**src/rtl/crw_pkg.sv**
```systemverilog
// shared types and constants for the command response waiter
`default_nettype none

package crw_pkg;

	// default reply buffer size in bytes
	localparam int unsigned REPLY_BUFFER_SIZE_DEF = 64;

	// stream payload widths
	localparam int unsigned IN_DATA_W  = 24;
	localparam int unsigned OUT_DATA_W = 16;
	localparam int unsigned OP_W       = 2;
	localparam int unsigned STATUS_W   = 2;

	// tick counter widths
	localparam int unsigned ELAPSED_W = 17;
	localparam int unsigned ALLOWED_W = 16;
	localparam int unsigned MAG_W     = 15;
	localparam logic [MAG_W-1:0] MAG_MAX = 15'h7fff;

	// opcodes
	localparam logic [OP_W-1:0] OP_START = 2'd0;
	localparam logic [OP_W-1:0] OP_BYTE  = 2'd1;
	localparam logic [OP_W-1:0] OP_TICK  = 2'd2;

	// status codes
	localparam logic [STATUS_W-1:0] ST_OK       = 2'd0;
	localparam logic [STATUS_W-1:0] ST_ERROR    = 2'd1;
	localparam logic [STATUS_W-1:0] ST_OVERFLOW = 2'd2;
	localparam logic [STATUS_W-1:0] ST_TIMEOUT  = 2'd3;

	// characters
	localparam logic [7:0] CH_CR    = 8'h0d;
	localparam logic [7:0] CH_LF    = 8'h0a;
	localparam logic [7:0] CH_O     = 8'h6f;
	localparam logic [7:0] CH_K     = 8'h6b;
	localparam logic [7:0] CH_E     = 8'h65;
	localparam logic [7:0] CH_R     = 8'h72;
	localparam logic [7:0] CH_COLON = 8'h3a;
	localparam logic [7:0] CH_SPACE = 8'h20;
	localparam logic [7:0] CH_TAB   = 8'h09;
	localparam logic [7:0] CH_VT    = 8'h0b;
	localparam logic [7:0] CH_FF    = 8'h0c;
	localparam logic [7:0] CH_PLUS  = 8'h2b;
	localparam logic [7:0] CH_MINUS = 8'h2d;
	localparam logic [7:0] CH_ZERO  = 8'h30;
	localparam logic [7:0] CH_NINE  = 8'h39;

	// line matcher phase
	typedef enum logic [3:0] {
		PH_START,
		PH_O,
		PH_OK,
		PH_E,
		PH_ER,
		PH_ERR,
		PH_ERRO,
		PH_ERROR,
		PH_BLANK,
		PH_NUM,
		PH_DONE,
		PH_OTHER
	} line_phase_t;

endpackage

`default_nettype wire

```
**src/rtl/command_response_waiter.sv**
```systemverilog
// top level: waits for a controller reply and reports ok, error code, overflow or timeout
// flow: a word taken into the input register is processed once the result register is free,
// and a result that it yields is written to the result register and offered on the master side
// throughput: one word per cycle while m_tready holds; an empty input register still takes
// a new word while a finished result waits for m_tready in the result register
// reset: arst_n clears the handshake valids and all wait state, the block comes up idle
`default_nettype none

module command_response_waiter #(
	parameter int unsigned REPLY_BUFFER_SIZE = crw_pkg::REPLY_BUFFER_SIZE_DEF
) (
	input  wire logic                          clk,
	input  wire logic                          arst_n,
	input  wire logic                          s_tvalid,
	output logic                               s_tready,
	// [7:0] data_byte, [23:8] timeout_ticks
	input  wire logic [crw_pkg::IN_DATA_W-1:0] s_tdata,
	// [1:0] opcode
	input  wire logic [crw_pkg::OP_W-1:0]      s_tuser,
	output logic                               m_tvalid,
	input  wire logic                          m_tready,
	// [15:0] error_code
	output logic [crw_pkg::OUT_DATA_W-1:0]     m_tdata,
	// [1:0] status
	output logic [crw_pkg::STATUS_W-1:0]       m_tuser
);
	import crw_pkg::*;

	localparam int unsigned CNT_W = $clog2(REPLY_BUFFER_SIZE);
	localparam logic [CNT_W-1:0] CNT_LAST = CNT_W'(REPLY_BUFFER_SIZE - 1);
	localparam logic [ELAPSED_W-1:0] ELAPSED_MAX = '1;

	// input stage
	logic                 valid_s1;
	logic [OP_W-1:0]      op_s1;
	logic [7:0]           byte_s1;
	logic [ALLOWED_W-1:0] ticks_s1;

	// wait state
	logic                 waiting_q;
	logic [CNT_W-1:0]     byte_count_q;
	logic [ELAPSED_W-1:0] elapsed_q;
	logic [ALLOWED_W-1:0] allowed_q;
	line_phase_t          phase_q;
	logic                 neg_q;
	logic [MAG_W-1:0]     mag_q;

	// result register
	logic                  m_valid_q;
	logic [STATUS_W-1:0]   status_q;
	logic [OUT_DATA_W-1:0] code_q;

	logic out_free;
	logic fire;

	// matcher next values for one ordinary byte
	line_phase_t      phase_adv;
	logic             neg_adv;
	logic [MAG_W-1:0] mag_adv;
	logic             is_digit;
	logic             is_blank;
	logic [MAG_W+3:0] mag_x10;

	// event results
	logic                  emit;
	logic [STATUS_W-1:0]   emit_status;
	logic [OUT_DATA_W-1:0] emit_code;
	logic                  is_eol;
	logic [ELAPSED_W-1:0]  elapsed_inc;

	// next state
	logic                 waiting_d;
	logic [CNT_W-1:0]     byte_count_d;
	logic [ELAPSED_W-1:0] elapsed_d;
	logic [ALLOWED_W-1:0] allowed_d;
	line_phase_t          phase_d;
	logic                 neg_d;
	logic [MAG_W-1:0]     mag_d;

	// handshake
	assign out_free = !m_valid_q || m_tready;
	assign fire     = valid_s1 && out_free;
	assign s_tready = !valid_s1 || out_free;

	// input register
	always_ff @(posedge clk or negedge arst_n) begin
		if (!arst_n) begin
			valid_s1 <= 1'b0;
		end else if (s_tready) begin
			valid_s1 <= s_tvalid;
		end
	end

	always_ff @(posedge clk) begin
		if (s_tvalid && s_tready) begin
			op_s1    <= s_tuser;
			byte_s1  <= s_tdata[7:0];
			ticks_s1 <= s_tdata[23:8];
		end
	end

	// digit accumulate with saturation
	assign is_digit = byte_s1 inside {[CH_ZERO:CH_NINE]};
	assign is_blank = byte_s1 inside {CH_SPACE, CH_TAB, CH_VT, CH_FF};
	assign mag_x10  = ({4'b0, mag_q} << 3) + ({4'b0, mag_q} << 1)
		+ {15'b0, byte_s1[3:0]};

	// line matcher next state
	always_comb begin
		phase_adv = phase_q;
		neg_adv   = neg_q;
		mag_adv   = mag_q;
		case (phase_q)
			PH_START: begin
				if (byte_s1 == CH_O) begin
					phase_adv = PH_O;
				end else if (byte_s1 == CH_E) begin
					phase_adv = PH_E;
				end else begin
					phase_adv = PH_OTHER;
				end
			end
			PH_O:     phase_adv = (byte_s1 == CH_K) ? PH_OK : PH_OTHER;
			PH_OK, PH_DONE, PH_OTHER: phase_adv = phase_q;
			PH_E:     phase_adv = (byte_s1 == CH_R) ? PH_ER : PH_OTHER;
			PH_ER:    phase_adv = (byte_s1 == CH_R) ? PH_ERR : PH_OTHER;
			PH_ERR:   phase_adv = (byte_s1 == CH_O) ? PH_ERRO : PH_OTHER;
			PH_ERRO:  phase_adv = (byte_s1 == CH_R) ? PH_ERROR : PH_OTHER;
			PH_ERROR: phase_adv = (byte_s1 == CH_COLON) ? PH_BLANK : PH_OTHER;
			PH_BLANK: begin
				if (is_blank) begin
					phase_adv = PH_BLANK;
				end else if (byte_s1 == CH_MINUS || byte_s1 == CH_PLUS) begin
					neg_adv   = (byte_s1 == CH_MINUS);
					phase_adv = PH_NUM;
				end else if (is_digit) begin
					mag_adv   = (mag_x10 > {4'b0, MAG_MAX}) ? MAG_MAX : mag_x10[MAG_W-1:0];
					phase_adv = PH_NUM;
				end else begin
					phase_adv = PH_DONE;
				end
			end
			PH_NUM: begin
				if (is_digit) begin
					mag_adv = (mag_x10 > {4'b0, MAG_MAX}) ? MAG_MAX : mag_x10[MAG_W-1:0];
				end else begin
					phase_adv = PH_DONE;
				end
			end
			default:  phase_adv = PH_OTHER;
		endcase
	end

	// result of the word in the input stage
	assign is_eol      = (byte_s1 == CH_CR) || (byte_s1 == CH_LF);
	assign elapsed_inc = (elapsed_q == ELAPSED_MAX) ? elapsed_q : elapsed_q + 1'b1;

	always_comb begin
		emit        = 1'b0;
		emit_status = ST_OK;
		emit_code   = '0;
		if (waiting_q) begin
			case (op_s1)
				OP_BYTE: begin
					if (byte_count_q >= CNT_LAST) begin
						emit        = 1'b1;
						emit_status = ST_OVERFLOW;
					end else if (is_eol && phase_q == PH_OK) begin
						emit        = 1'b1;
						emit_status = ST_OK;
					end else if (is_eol && (phase_q == PH_BLANK || phase_q == PH_NUM
							|| phase_q == PH_DONE)) begin
						emit        = 1'b1;
						emit_status = ST_ERROR;
						emit_code   = neg_q ? (16'd0 - {1'b0, mag_q}) : {1'b0, mag_q};
					end
				end
				OP_TICK: begin
					if (elapsed_inc > {1'b0, allowed_q}) begin
						emit        = 1'b1;
						emit_status = ST_TIMEOUT;
					end
				end
				default: emit = 1'b0;
			endcase
		end
	end

	// wait state next values
	always_comb begin
		waiting_d    = waiting_q;
		byte_count_d = byte_count_q;
		elapsed_d    = elapsed_q;
		allowed_d    = allowed_q;
		phase_d      = phase_q;
		neg_d        = neg_q;
		mag_d        = mag_q;
		if (emit) begin
			waiting_d    = 1'b0;
			byte_count_d = '0;
			elapsed_d    = '0;
			allowed_d    = '0;
			phase_d      = PH_START;
			neg_d        = 1'b0;
			mag_d        = '0;
		end else begin
			case (op_s1)
				OP_START: begin
					if (!waiting_q) begin
						waiting_d    = 1'b1;
						byte_count_d = '0;
						elapsed_d    = '0;
						allowed_d    = ticks_s1;
						phase_d      = PH_START;
						neg_d        = 1'b0;
						mag_d        = '0;
					end
				end
				OP_BYTE: begin
					if (waiting_q) begin
						byte_count_d = byte_count_q + 1'b1;
						if (is_eol) begin
							phase_d = PH_START;
							neg_d   = 1'b0;
							mag_d   = '0;
						end else begin
							phase_d = phase_adv;
							neg_d   = neg_adv;
							mag_d   = mag_adv;
						end
					end
				end
				OP_TICK: begin
					if (waiting_q) begin
						elapsed_d = elapsed_inc;
					end
				end
				default: waiting_d = waiting_q;
			endcase
		end
	end

	// wait state registers
	always_ff @(posedge clk or negedge arst_n) begin
		if (!arst_n) begin
			waiting_q    <= 1'b0;
			byte_count_q <= '0;
			elapsed_q    <= '0;
			allowed_q    <= '0;
			phase_q      <= PH_START;
			neg_q        <= 1'b0;
			mag_q        <= '0;
		end else if (fire) begin
			waiting_q    <= waiting_d;
			byte_count_q <= byte_count_d;
			elapsed_q    <= elapsed_d;
			allowed_q    <= allowed_d;
			phase_q      <= phase_d;
			neg_q        <= neg_d;
			mag_q        <= mag_d;
		end
	end

	// result register
	always_ff @(posedge clk or negedge arst_n) begin
		if (!arst_n) begin
			m_valid_q <= 1'b0;
		end else if (fire && emit) begin
			m_valid_q <= 1'b1;
		end else if (m_tready) begin
			m_valid_q <= 1'b0;
		end
	end

	always_ff @(posedge clk) begin
		if (fire && emit) begin
			status_q <= emit_status;
			code_q   <= emit_code;
		end
	end

	assign m_tvalid = m_valid_q;
	assign m_tdata  = code_q;
	assign m_tuser  = status_q;

endmodule

`default_nettype wire

```
**config.mk**
```make
export PLATFORM = sky130hd
export DESIGN_NAME = command_response_waiter
export DESIGN_NICKNAME = d
export VERILOG_FILES = /design/src/rtl/crw_pkg.sv /design/src/rtl/command_response_waiter.sv
export SDC_FILE = /design/constraint.sdc
export NUM_CORES = 1
export LEC_CHECK = 0
export ABC_AREA = 1
export CAP_MARGIN = 20
export CORE_MARGIN = 1.5
export CORE_UTILIZATION = 31
export CTS_CLUSTER_SIZE = 28
export DETAILED_ROUTE_END_ITERATION = 8
export DONT_BUFFER_PORTS = 1
export SLEW_MARGIN = 20
export SYNTH_ARGS = -nofsm -noshare
export SYNTH_HDL_FRONTEND = slang
export SYNTH_SLANG_ARGS = --single-unit
```
**constraint.sdc**
```tcl
create_clock -name clk -period 5.69 [get_ports clk]
set_clock_uncertainty 0.15 [all_clocks]
set_input_delay 0.8535 -clock clk [delete_from_list [all_inputs] [get_ports clk]]
set_output_delay 0.8535 -clock clk [all_outputs]
set_load 0.005 [all_outputs]
```
Yosys cells after proc, flatten, opt, wreduce, memory -nomap -nowiden
Cells that the tools add are included.
{"block": "op_classes", "addsub": 5, "n_bitwise": 4, "n_mul": 0, "shifts": 0, "n_div": 0, "n_lt_le_gt_ge": 5, "eq_ne": 39, "n_mux": 64, "n_reduce_logical": 31}
{"op": "15-bit two-way mux", "count": 9}
{"op": "17-bit two-way mux", "count": 4}
{"op": "15-bit one-hot mux with 2 select lines", "count": 2}
{"op": "16-bit two-way mux", "count": 3}
{"op": "4-bit two-way mux", "count": 12}
{"op": "8-bit by 4-bit equality test with 1-bit output, second input constant", "count": 5}
{"op": "4-bit one-hot mux with 10 select lines", "count": 1}
{"op": "17-bit one-hot mux with 2 select lines", "count": 1}
{"op": "8-bit by 6-bit equality test with 1-bit output, second input constant", "count": 4}
{"op": "8-bit by 7-bit equality test with 1-bit output, second input constant", "count": 4}
{"op": "5-bit inequality test, second input constant", "count": 4}
{"op": "18-bit by 16-bit adder with 19-bit output", "count": 1}
{"op": "19-bit by 4-bit adder with 19-bit output", "count": 1}
{"op": "19-bit by 15-bit > comparator with 1-bit output, second input constant", "count": 1}
{"op": "1-bit two-way mux", "count": 18}
{"op": "6-bit two-way mux", "count": 3}
{"op": "17-bit by 1-bit adder with 17-bit output, second input constant", "count": 1}
{"op": "17-bit equality test, second input constant", "count": 1}
{"op": "17-bit by 16-bit > comparator with 1-bit output", "count": 1}
{"op": "4-bit by 3-bit equality test with 1-bit output, second input constant", "count": 4}
{"op": "4-bit equality test, second input constant", "count": 4}
{"op": "4-bit inequality test, second input constant", "count": 4}
{"op": "1-bit by 15-bit subtractor with 16-bit output, first input constant", "count": 1}
{"op": "7-bit AND reduction", "count": 2}
{"op": "31 further kinds", "count": 57}
{"block": "word_totals", "ramBits": 0, "latch_bits": 0, "romBits": 0, "in_bits": 30, "out_inout_bits": 20, "wordCells": 163, "mem_count": 0, "regBits": 106}

Depth between registers and ports, before layout
{"block": "logic_depth", "depth_word": 12, "ltp_mapped": 28, "depth_no_buf": 27}

Worst setup path before layout
No wires, ideal clock.
{"block": "synth_timing", "path_type": "register to register", "start": "register elapsed_q[0]", "end": "register code_q[0], in the netlist m_tdata[0], enable pin", "stages_incl_launch_ff": 23, "t_arrival_ps": 3574, "required_ps": 5148, "slack_ps": 1574, "period_less_slack_ps": 4116, "setup_ps": 392, "n_path_buf": 2, "cell_sequence": "dfrtp_1 -> ha_1 -> nand3_2 -> nor2_1 -> nand2_1 -> nor2_2 -> nor2_1 -> nand3_1 -> nor2_1 -> nand3_1 -> xor2_1 -> inv_1 -> ha_1 -> nand3_1 -> nor3_1 -> nand3_1 -> nand2_1 -> nand2_2 -> nand2_4 -> nand2_4 -> buf_6 -> buf_2 -> nor2_1"}
{"block": "synth_via", "elab_chain_cells": 7, "word_cells_on_any_way": 8, "cone_classes": "1 x add/sub; 1 x order compare; 1 x eq/ne; 4 x mux; 1 x reduce/logical"}
{"element": "from (decl)", "line_no": "command_response_waiter.sv:42", "text": "logic [ELAPSED_W-1:0] elapsed_q;"}
{"element": "from (signal assigned)", "line_no": "command_response_waiter.sv:256", "text": "elapsed_q <= elapsed_d;"}
{"element": "17-bit by 1-bit adder with 17-bit output or 17-bit equality test (tied branches)", "line_no": "command_response_waiter.sv:156", "text": "assign elapsed_inc = (elapsed_q == ELAPSED_MAX) ? elapsed_q : elapsed_q + 1'b1;"}
{"element": "17-bit two-way mux *", "line_no": "command_response_waiter.sv:156"}
{"element": "17-bit by 16-bit > comparator with 1-bit output *", "line_no": "command_response_waiter.sv:179", "text": "if (elapsed_inc > {1'b0, allowed_q}) begin"}
{"element": "1-bit two-way mux *", "line_no": "command_response_waiter.sv:179"}
{"element": "1-bit one-hot mux with 2 select lines *", "line_no": "command_response_waiter.sv:163", "text": "case (op_s1)"}
{"element": "1-bit two-way mux *", "line_no": "command_response_waiter.sv:162", "text": "if (waiting_q) begin"}
{"element": "1-bit logical AND *", "line_no": "command_response_waiter.sv:276", "text": "if (fire && emit) begin"}
{"element": "to (signal assigned)", "line_no": "command_response_waiter.sv:278", "text": "code_q <= emit_code;"}
{"element": "to (decl)", "line_no": "command_response_waiter.sv:51", "text": "logic [OUT_DATA_W-1:0] code_q;"}
Every way passes the cells marked *; elsewhere a longest branch is shown, timed or not.
A chain may end at the register's enable or synchronous reset.

Worst setup path after layout
{"block": "layout_timing", "start": "register elapsed_q[0]", "end": "register mag_q[12]"}
{"block": "layout_via", "elab_chain_cells": 8, "word_cells_on_any_way": 15, "cone_classes": "1 x add/sub; 1 x order compare; 6 x eq/ne; 5 x mux; 2 x reduce/logical"}
{"element": "17-bit by 1-bit adder with 17-bit output or 17-bit equality test (tied branches)", "line_no": "command_response_waiter.sv:156"}
{"element": "17-bit two-way mux *", "line_no": "command_response_waiter.sv:156"}
{"element": "17-bit by 16-bit > comparator with 1-bit output *", "line_no": "command_response_waiter.sv:179"}
{"element": "1-bit two-way mux *", "line_no": "command_response_waiter.sv:179"}
{"element": "1-bit one-hot mux with 2 select lines *", "line_no": "command_response_waiter.sv:163"}
{"element": "1-bit two-way mux *", "line_no": "command_response_waiter.sv:162"}
{"element": "5-bit inequality test (no line) (tied with other cells)"}
{"element": "7-bit AND reduction (no line)"}
{"element": "to (signal assigned)", "line_no": "command_response_waiter.sv:260", "text": "mag_q <= mag_d;"}
{"element": "to (decl)", "line_no": "command_response_waiter.sv:46", "text": "logic [MAG_W-1:0] mag_q;"}
Marks and branches as above.

==> run summary <==
STATUS
--------------------------------------------------------------------------------------
Run status                                                                finished clean

YOSYS
--------------------------------------------------------------------------------------
Number of synthesized register bits                                                106
Number of enable flip-flop cells after synthesis                                    44
Synthesized area per cell                                                     7.67 µm²
Async S/R FF share, synth                                                        0.585
Post-synthesis cell count                                                          950
Post-synth cell types                                                               44
Count of synthesis-stage warnings from yosys                                         0
Predominant post-synthesis flop cell                                      sky130_fd_sc_hd__dfrtp_1
Area of the mapped netlist                                                    7280 µm²
Seq/Total Area, Yosys                                                            0.394
Mapped Nets                                                                       1033

CLOCK NETWORK
--------------------------------------------------------------------------------------
Clk sink count                                                                     106
Insertion delay to the later sink of the worst-skew pair                       0.36 ns
Cell at the root of the clock tree                                        sky130_fd_sc_hd__clkbuf_16
Cts-stage hold buffer count                                                          0
Max Buffers Root-to-Sink                                                             2
Register clock-pin slew on the reported worst setup and hold paths             0.08 ns
CTS tree                                                                           yes
Total of cells resized after clock tree synthesis                                    0
Number of CTS-inserted buffers                                                       9
Htree depth                                                                          3
Total setup buffers inserted after CTS                                               0

FINAL LAYOUT
--------------------------------------------------------------------------------------
Final nets                                                                        1017
Ant. Diodes                                                                          0
Area of the multi-input gates                                                 3810 µm²
Post-route insts no fill                                                          1252
Fill cell total of the finished layout                                            2460
Fraction of layout instances using a drive strength above 1                     0.0564
Finished Core Util                                                               0.343
Sequential cell area                                                          2870 µm²
Synthesis-to-layout area growth                                                  7.71%

TIMING
--------------------------------------------------------------------------------------
Setup TNS                                                                         0 ns
Period Utilization, post-route                                                   0.789
Final hold violation count                                                           0
Shortest clock period the worst path allows after layout                       4.49 ns
Final-report max-slew violation count                                                0
Max Freq                                                                       223 MHz
Unrepaired setup endpoints after global routing                                     no
Rel. slew slack                                                                  0.339
Actual slew at the worst max-slew pin                                         0.991 ns
Total of endpoints with negative setup slack in the final report                     0
Final setup slack of the worst path                                            1.20 ns

CRITICAL PATH
--------------------------------------------------------------------------------------
Startpoint-to-endpoint class of the critical path                         register to register
CP Launch Type                                                                register
Most common cell type on the critical path                                sky130_fd_sc_hd__nand2_1
Worst Reg2Reg Path Length in Cells                                                  24
Standard cell with the maximum stage delay on the critical path           sky130_fd_sc_hd__nand4_2
Critical path capture point type                                              register
Register-to-register setup slack                                               1.20 ns
Origin of the critical flop-to-flop path                                  elapsed_q[0]
Terminus of the critical flop-to-flop path                                   mag_q[12]
Worst stage delay on the critical path                                         0.47 ns
Worst path required time                                                       5.83 ns
Critical-path cell list                                                   ha_1 > nand3_2 > nor2_1 > nand2_1 > nor2_2 > nor2_1 > nand3_1 > nor2_1 > nand3_1 > xor2_1 > inv_1 > ha_1 > nand3_1 > nor3_1 > nand4_1 > nand2_1 > nand2_1 > nand2_2 > nand2_4 > nand2_4 > nand4_2 > nand4_2 > nand2_1 > nand2_1
Largest fanout on the critical path                                                 31
Arr. time, crit path                                                           4.63 ns

JOB
--------------------------------------------------------------------------------------
Max Cap Viol                                                                         0

POWER
--------------------------------------------------------------------------------------
Sw power                                                                      0.697 mW
Clock share of power                                                             0.327
Leak                                                                           3.85 nW
Int Power                                                                      1.39 mW
Maximum vdd drop                                                              0.143 mV
PwrDens                                                                     266 nW/µm²
Net switching fraction of the power                                              0.335
Sequential share of power                                                        0.441
Part of the power in combinational logic                                         0.232

GLOBAL ROUTE
--------------------------------------------------------------------------------------
Overflow left after global routing                                                   0
Initial antenna violation count                                                      0
Maximum number of pins on one net before global-route repair                        63
Overall Global Routing Usage                                                     0.141
Vias in the first global route                                                    5508
Wire length of the first global-routing pass                                   27.6 mm

DIE
--------------------------------------------------------------------------------------
Die span in y                                                                   156 µm
Number of rows in the core area                                                     55
I/O pin count                                                                       50
Horizontal extent of the die                                                    156 µm
Effective utilization at floorplan                                               0.319
Placeable core region                                                        22800 µm²
Floorplan die area                                                           24400 µm²

ROUTE
--------------------------------------------------------------------------------------
Detail-routed via count per cell                                                  4.77
WL/cell                                                                        12.9 µm
Count of vias placed by the detailed router                                       5975
Residual antenna-violating net count after detailed routing                          0
First-iteration detailed-routing DRC count                                         451
Total detailed-routing wirelength                                              16.2 mm
DRC violation count after routing                                                    0
Number of iterations in the first detailed-routing pass                              5

PLACEMENT
--------------------------------------------------------------------------------------
HPWL after detailed placement                                                  12.1 mm
Post-Place Setup Slack                                                         1.23 ns
Buffers added on ports                                                               0
Weighted congestion reported at the end of routability-driven placement          0.876
DP Cell Count                                                                     1236

MIN PATH
--------------------------------------------------------------------------------------
Hold crit path type                                                       primary input to asynchronous set/reset pin

-- critical path: cells and delay by family (launching register included) --
kind / cells / cell delay, ns
XOR/XNOR: 1 / 0.22
adder cells (fa/ha/maj): 2 / 0.50
AND/OR/NAND/NOR: 20 / 3.04
buffers and inverters: 1 / 0.08
flip-flops: 1 / 0.41
-- synthesized netlist by cell type, types with 4 or more instances --
cell                       count  area (µm²)
sky130_fd_sc_hd__xnor2_1      11        96.3
sky130_fd_sc_hd__xor2_1       22         193
sky130_fd_sc_hd__inv_2         6        22.5
sky130_fd_sc_hd__nand2_2       5        31.3
sky130_fd_sc_hd__inv_1       109         409
sky130_fd_sc_hd__edfxtp_1     44        1320
sky130_fd_sc_hd__nor4_1        4        25.0
sky130_fd_sc_hd__dfrtp_1      62        1550
sky130_fd_sc_hd__clkbuf_1      4        15.0
sky130_fd_sc_hd__nor2_2        7        43.8
sky130_fd_sc_hd__o21ai_0      35         175
sky130_fd_sc_hd__nor3_1       15        75.1
sky130_fd_sc_hd__nand2_1     228         856
sky130_fd_sc_hd__nand2_4       4        45.0
sky130_fd_sc_hd__a21oi_1      39         195
sky130_fd_sc_hd__buf_6         5        56.3
sky130_fd_sc_hd__buf_2        12        60.1
sky130_fd_sc_hd__ha_1         51         638
sky130_fd_sc_hd__nor2_1      111         417
sky130_fd_sc_hd__nand3_1     106         531
sky130_fd_sc_hd__o21ai_1      18        90.1
sky130_fd_sc_hd__nand4_1      14        87.6
-- metrics by stage --
stage          power (mW)  hold WS (ns)  area, µm²
2_1_floorplan        1.31         0.295       7280
3_3_place_gp         1.41         0.316       7510
3_5_place_dp         1.42         0.322       7510
4_1_cts              2.11        0.0185       7850
5_1_grt              2.22        0.0154       7850
6_report             2.08        0.0328       7850
-- cell type report --
cell class / instances / share of cell area
multi-input combinational: 700 / 0.486
clock buffer: 9 / 0.0287
clock inverter: 7 / 0.0137
inverter: 117 / 0.0560
sequential: 106 / 0.366
tap: 313 / 0.0499
-- worst max-delay path by stage --
stage / depth (start not counted) / startpoint / slack [ns] / to
after global placement: 24 / elapsed_q[0] / 1.44 / mag_q[9]
after floorplan: 22 / elapsed_q[0] / 1.57 / m_tdata[0]
final: 24 / elapsed_q[0] / 1.20 / mag_q[12]
after CTS: 24 / elapsed_q[0] / 1.20 / mag_q[12]
after global routing: 24 / elapsed_q[0] / 0.68 / mag_q[3]
after detailed placement: 24 / elapsed_q[0] / 1.23 / mag_q[12]
-- registers in the layout, indices dropped and copies added, names as in the netlist --
signal,cells
mag_q,15
byte_s1,8
m_tdata,16
phase_q,4
ticks_s1,16
neg_q,1
m_tuser,2
waiting_q,1
allowed_q,16
elapsed_q,17
op_s1,2
byte_count_q,6
valid_s1,1
m_tvalid,1
-- power by group through the flow --
stage               sequential (mW)  clock [mW]  combinational, mW
global placement              0.935           0              0.478
finish                        0.920       0.681              0.484
detailed placement            0.936           0              0.483
CTS                           0.920       0.702              0.486
global route                  0.930       0.727              0.567
floorplan                     0.901           0              0.407
-- cell usage in the layout (no fill, tap or decap), types with 2 or more instances in the layout --
cell                        instances
sky130_fd_sc_hd__or2_2              2
sky130_fd_sc_hd__xnor2_1           11
sky130_fd_sc_hd__o211ai_1           3
sky130_fd_sc_hd__fa_1               2
sky130_fd_sc_hd__inv_2              6
sky130_fd_sc_hd__nand3_1          106
sky130_fd_sc_hd__xor2_1            22
sky130_fd_sc_hd__nor2_1           110
sky130_fd_sc_hd__nand2_4            4
sky130_fd_sc_hd__nand4_2            3
sky130_fd_sc_hd__edfxtp_1          44
sky130_fd_sc_hd__inv_1            108
sky130_fd_sc_hd__dfrtp_1           62
sky130_fd_sc_hd__o21ai_0           35
sky130_fd_sc_hd__nor2_2             8
sky130_fd_sc_hd__nand4_1           14
sky130_fd_sc_hd__nor3_1            15
sky130_fd_sc_hd__o21ai_1           18
sky130_fd_sc_hd__ha_1              51
sky130_fd_sc_hd__nor2_4             3
sky130_fd_sc_hd__clkinv_8           2
sky130_fd_sc_hd__a21oi_1           39
sky130_fd_sc_hd__nand3_2            2
sky130_fd_sc_hd__clkinv_1           3
sky130_fd_sc_hd__o21bai_1           3
sky130_fd_sc_hd__nor4_1             4
sky130_fd_sc_hd__clkbuf_16          9
sky130_fd_sc_hd__clkinv_4           2
sky130_fd_sc_hd__nand2_2            5
sky130_fd_sc_hd__nand2_1          228
-- routing by layer --
layer	up-vias	part of all wire	GRT usage
li1	3088	-	-
met3	11	0.041	0.0238
met5	-	0	0
met1	2743	0.51	0.206
met4	0	0.0072	0.0286
met2	133	0.44	0.218
-- cells by family (layout without fill, tap and decap cells) --
| kind of cell | Yosys count | count (layout) | synth area share |
|---|---|---|---|
| DFF | 106 | 106 | 0.394 |
| AOI/OAI and AO/OA | 105 | 105 | 0.0780 |
| buffers and inverters | 144 | 133 | 0.0830 |
| and+or+nand+nor | 509 | 509 | 0.312 |
| xor gates and xnor gates | 33 | 33 | 0.0397 |
| adders and majority gates | 53 | 53 | 0.0931 |
(Power assumes the default switching activity.)
